$ cat config.mk
export PLATFORM = sky130hd
export DESIGN_NAME = bhfs_ctrl
export DESIGN_NICKNAME = d
export VERILOG_FILES = /design/src/sv/byte_histogram_first_seen_order_macros.svh /design/src/sv/bhfs_pkg.sv /design/src/sv/bhfs_ctrl.sv
export SDC_FILE = /design/constraint.sdc
export NUM_CORES = 1
export LEC_CHECK = 0
export BUFFER_PORTS_ARGS = -buffer_cell sky130_fd_sc_hd__buf_2
export CORE_AREA = 2 2 39 41
export DETAILED_ROUTE_END_ITERATION = 6
export DIE_AREA = 0 0 41 43
export GPL_TIMING_DRIVEN = 0
export PLACE_DENSITY_LB_ADDON = 0.1
export SKIP_CTS_REPAIR_TIMING = 1
export SLEW_MARGIN = 10
export SYNTH_ARGS = -nofsm -noshare
export SYNTH_HDL_FRONTEND = slang
export SYNTH_SLANG_ARGS = --single-unit
$ cat constraint.sdc
create_clock -name aclk -period 1.3 [get_ports aclk]
set_clock_uncertainty 0.15 [all_clocks]
set_input_delay 0.26 -clock aclk [delete_from_list [all_inputs] [get_ports aclk]]
set_output_delay 0.26 -clock aclk [all_outputs]
set_load 0.03 [all_outputs]
$ cat src/sv/byte_histogram_first_seen_order_macros.svh
// Assertion helpers, clocked on aclk and held off during reset.
`ifndef BYTE_HISTOGRAM_FIRST_SEEN_ORDER_MACROS_SVH
`define BYTE_HISTOGRAM_FIRST_SEEN_ORDER_MACROS_SVH

`ifndef SYNTH
`define BHFS_ASSERT_SAME(lbl, ante, cons, msg) \
    lbl: assert property (@(posedge aclk) disable iff (!aresetn) (ante) |-> (cons)) \
        else $error(msg);
`define BHFS_ASSERT_NEXT(lbl, ante, cons, msg) \
    lbl: assert property (@(posedge aclk) disable iff (!aresetn) (ante) |=> (cons)) \
        else $error(msg);
`else
`define BHFS_ASSERT_SAME(lbl, ante, cons, msg)
`define BHFS_ASSERT_NEXT(lbl, ante, cons, msg)
`endif

`endif

$ cat src/sv/bhfs_pkg.sv
package bhfs_pkg;

    localparam int NUM_SYMBOLS = 256;
    localparam int SYM_W       = 8;
    localparam int DIST_W      = 9;
    localparam int OCC_W       = 32;
    localparam int COUNT_BITS  = 32;   // counter width, 8..64

    localparam logic [COUNT_BITS-1:0] CNT_MAX = '1;
    localparam logic [OCC_W-1:0]      OCC_MAX = '1;

    localparam int S_TDATA_W = 16;
    localparam int M_TDATA_W = 56;

    typedef enum logic [1:0] {
        CMD_COUNT = 2'd0,
        CMD_READ  = 2'd1,
        CMD_CLEAR = 2'd2
    } cmd_t;

    // controller -> datapath
    typedef struct packed {
        logic take;        // latch input word
        logic ctr_rd_in;   // read counter at input byte
        logic ord_rd;      // read order store at input rank
        logic clear;       // forget all bytes
        logic cnt_upd;     // write back counter, append if new
        logic ctr_rd_sym;  // read counter at symbol from order store
        logic load_out;    // load result register
    } dp_cmd_t;

    // datapath -> controller
    typedef struct packed {
        logic out_free;
    } dp_stat_t;

    function automatic logic [OCC_W-1:0] occ_sat(input logic [COUNT_BITS-1:0] c);
        logic [63:0] w;
        w = 64'(c);
        if (w > 64'(OCC_MAX)) begin
            return OCC_MAX;
        end
        return w[OCC_W-1:0];
    endfunction

endpackage

$ cat src/sv/bhfs_ctrl.sv
module bhfs_ctrl (
    input  logic               aclk,
    input  logic               aresetn,
    input  logic               s_tvalid,
    output logic               s_tready,
    input  logic [1:0]         s_tuser,
    input  bhfs_pkg::dp_stat_t stat,
    output bhfs_pkg::dp_cmd_t  ctrl
);

    typedef enum logic [1:0] {
        ST_IDLE,
        ST_CNT_UPD,
        ST_RD_SYM,
        ST_RD_CNT
    } state_t;

    state_t state_reg, state_next;
    logic   s_tready_reg;
    logic   accept;

    assign s_tready = s_tready_reg;
    assign accept   = s_tvalid && s_tready_reg;

    always_comb begin
        state_next = state_reg;
        ctrl       = '0;
        case (state_reg)
            ST_IDLE: begin
                if (accept) begin
                    ctrl.take = 1'b1;
                    case (s_tuser)
                        bhfs_pkg::CMD_COUNT: begin
                            ctrl.ctr_rd_in = 1'b1;
                            state_next     = ST_CNT_UPD;
                        end
                        bhfs_pkg::CMD_READ: begin
                            ctrl.ord_rd = 1'b1;
                            state_next  = ST_RD_SYM;
                        end
                        bhfs_pkg::CMD_CLEAR: begin
                            ctrl.clear = 1'b1;
                        end
                        default: begin
                        end
                    endcase
                end
            end
            ST_CNT_UPD: begin
                ctrl.cnt_upd = 1'b1;
                state_next   = ST_IDLE;
            end
            ST_RD_SYM: begin
                ctrl.ctr_rd_sym = 1'b1;
                state_next      = ST_RD_CNT;
            end
            ST_RD_CNT: begin
                // hold until the result register can take the word
                if (stat.out_free) begin
                    ctrl.load_out = 1'b1;
                    state_next    = ST_IDLE;
                end
            end
            default: begin
                state_next = ST_IDLE;
            end
        endcase
    end

    always_ff @(posedge aclk) begin
        if (!aresetn) begin
            state_reg    <= ST_IDLE;
            s_tready_reg <= 1'b1;
        end else begin
            state_reg    <= state_next;
            s_tready_reg <= (state_next == ST_IDLE);
        end
    end

endmodule

==> impl_metrics.toml <==
[worst_setup_path]
worstPathCellList = "nand4bb_4 > buf_4 > inv_2 > buf_4"
cp_data_arrival_time_ns = 1.21
crit_family = "buffers and inverters"
crit_top_cell = "buf_4"
critPathCaptureType = "output pin"
worst-path-stages = 4
cp_slowest_stage_delay_ns = 0.31
crit_type = "reg2out"
crit_buf_inv = 3
crit_fanout = 4
cp_slowest_cell = "dfxtp_2"
startpoint_type = "flip-flop"
required_ns = 0.89
r2r_cells = 5

[routing]
ant_nets = 0
num_vias = 216
drt-pass1-iter-count = 2
drt_iter0_drc = 1
viasPerCell = 4.00
route.detailed.drc = 0
drt_wl_total_um = 480
wl_per_cell_um = 8.89

[clock_network]
h-tree-depth = 1
clk_pin_slew_ns = 0.04
clk_latency_ns = 0.24
cts_tree = "yes"
numCtsBuffers = 3
clock_path_buffers = 2
cts.sinks = 3
cts_root_buffer = "clkbuf_4"

[hold_path]
hold_path_class = "in2reg"
whs_path_depth = 2

[status]
violations = "setup timing"
outcome = "finished with violations"

[timing]
rsz0062_at_grt = "true"
report.final.slew_viol_count = 0
setup_viol = 7
finalCritPeriodShare_pct = 125
min_period_ns = 1.62
worst_slack_ns = -0.322
slew_headroom_pct = 82.8
hold_viol_final = 0
worst_pin_slew_ns = 0.258
fmax_mhz = 616

[pwr]
leakagePower_nw = 0.176
total_power_mw = 0.405
power-per-cell-area_nw_per_um2 = 1020
ir_worst_vdd_v = 0.000518

[cells_and_area]
num-fill-cells = 158
largest_register_ffs = 2
diodes = 0
num-nets-final = 45
area_delta_synth_final_pct = 103
drive_above_1_share_pct = 71.1
final_util_pct = 28.6
final_cell_mix = "6 x buf_2, 5 x buf_6, 5 x buf_4"
mostFrequentLayoutCell = "buf_2"

[floorplan]
row_count = 14
die_w_um = 41
start_util_pct = 14.1
die_h_um = 43
core_um2 = 1380
pin_count = 14
dieArea_um2 = 1760

[logic_synthesis]
yosysMostFrequentCell = "dfxtp_1"
synth_top_area_share_pct = 30.8
synthTopCellsByCount = "3 x dfxtp_1, 2 x nor2b_1, 2 x nor3b_2"
syn_inst = 18
yosys_warnings = 0
synthesis.area_um2 = 195
yosysSeqAreaShare_pct = 30.8
ys_seq_elements = 3
synth_ff_type = "dfxtp_1"
yosysUniqueCellTypes = 14
synth_nets = 24
synth-edff-count = 0
yosysTopAreaCell = "dfxtp_1"
synthArstFlopShare_pct = 0
synth_area_per_cell_um2 = 10.8
synthTopCellsByArea = "dfxtp_1 31%, nand4bb_4 14%, nor3b_2 13%"

[global_route]
grt_usage_pct = 7.84
antenna_found_initial = 0
grt_pass1_wl_um = 800
grt_max_degree = 7
grt_pass1_vias = 192
grt_overflow = 0

[placed_design]
dp_hpwl_um = 372
globalplace.congestion = 0.623
io_buffers = 13

[flow_run]
cap_violations = 0
per-stage QoR:
| stage | setup TNS, ns | hold slack (ns) | setup slack, ns | area [um^2] | cells |
|---|---|---|---|---|---|
| 5_1_grt | -1.83 | 0.130 | -0.379 | 395 | 54 |
| 3_3_place_gp | -0.454 | 0.377 | -0.153 | 309 | 47 |
| 4_1_cts | -1.72 | 0.120 | -0.424 | 335 | 51 |
| 6_report | -1.43 | 0.133 | -0.322 | 395 | 54 |
| 2_1_floorplan | -0.223 | 0.214 | -0.0962 | 224 | 18 |
| 3_5_place_dp | -0.487 | 0.377 | -0.166 | 309 | 47 |
layer usage:
| metal | GRT usage, % | share of wire, % |
|---|---|---|
| met1 | 7.42 | 40 |
| met2 | 8.75 | 46 |
| met3 | 9.42 | 12 |
| met4 | 6.00 | 1.7 |
| met5 | 0 | 0 |
logic make-up after synthesis:
family                 Yosys count  synth area share, %
flip-flops                       3                 30.8
AO/OA/AOI/OAI                    4                 16.7
AND/OR/NAND/NOR                 10                 50.6
buffers and inverters            1                 1.92
layout make-up:
| class | instances | area [um^2] | share of cell area (%) |
|---|---|---|---|
| Clock buffer | 4 | 26.3 | 6.65 |
| Timing Repair Buffer | 16 | 124 | 31.3 |
| Sequential cell | 3 | 66.3 | 16.8 |
| Tap cell | 16 | 20.0 | 5.06 |
| Multi-Input combinational cell | 14 | 155 | 39.2 |
| Inverter | 1 | 3.75 | 0.949 |
power breakdown:
part	internal (mW)	total [mW]	leakage (nW)	switching, mW
combinational	0.0625	0.133	0.136	0.0702
clock	0.115	0.168	0.0150	0.0524
sequential	0.0996	0.105	0.0255	0.00523
path summary, 6_finish.rpt:
path	from	end	slack [ns]
worst max register to register	state_reg[1]	state_reg[0]	0.01
worst min register to register	state_reg[1]	state_reg[1]	0.49
worst min-delay path	aresetn	s_tready	0.13
worst max-delay path	state_reg[0]	ctrl[6]	-0.32
Power figures use the tool's default switching activity.
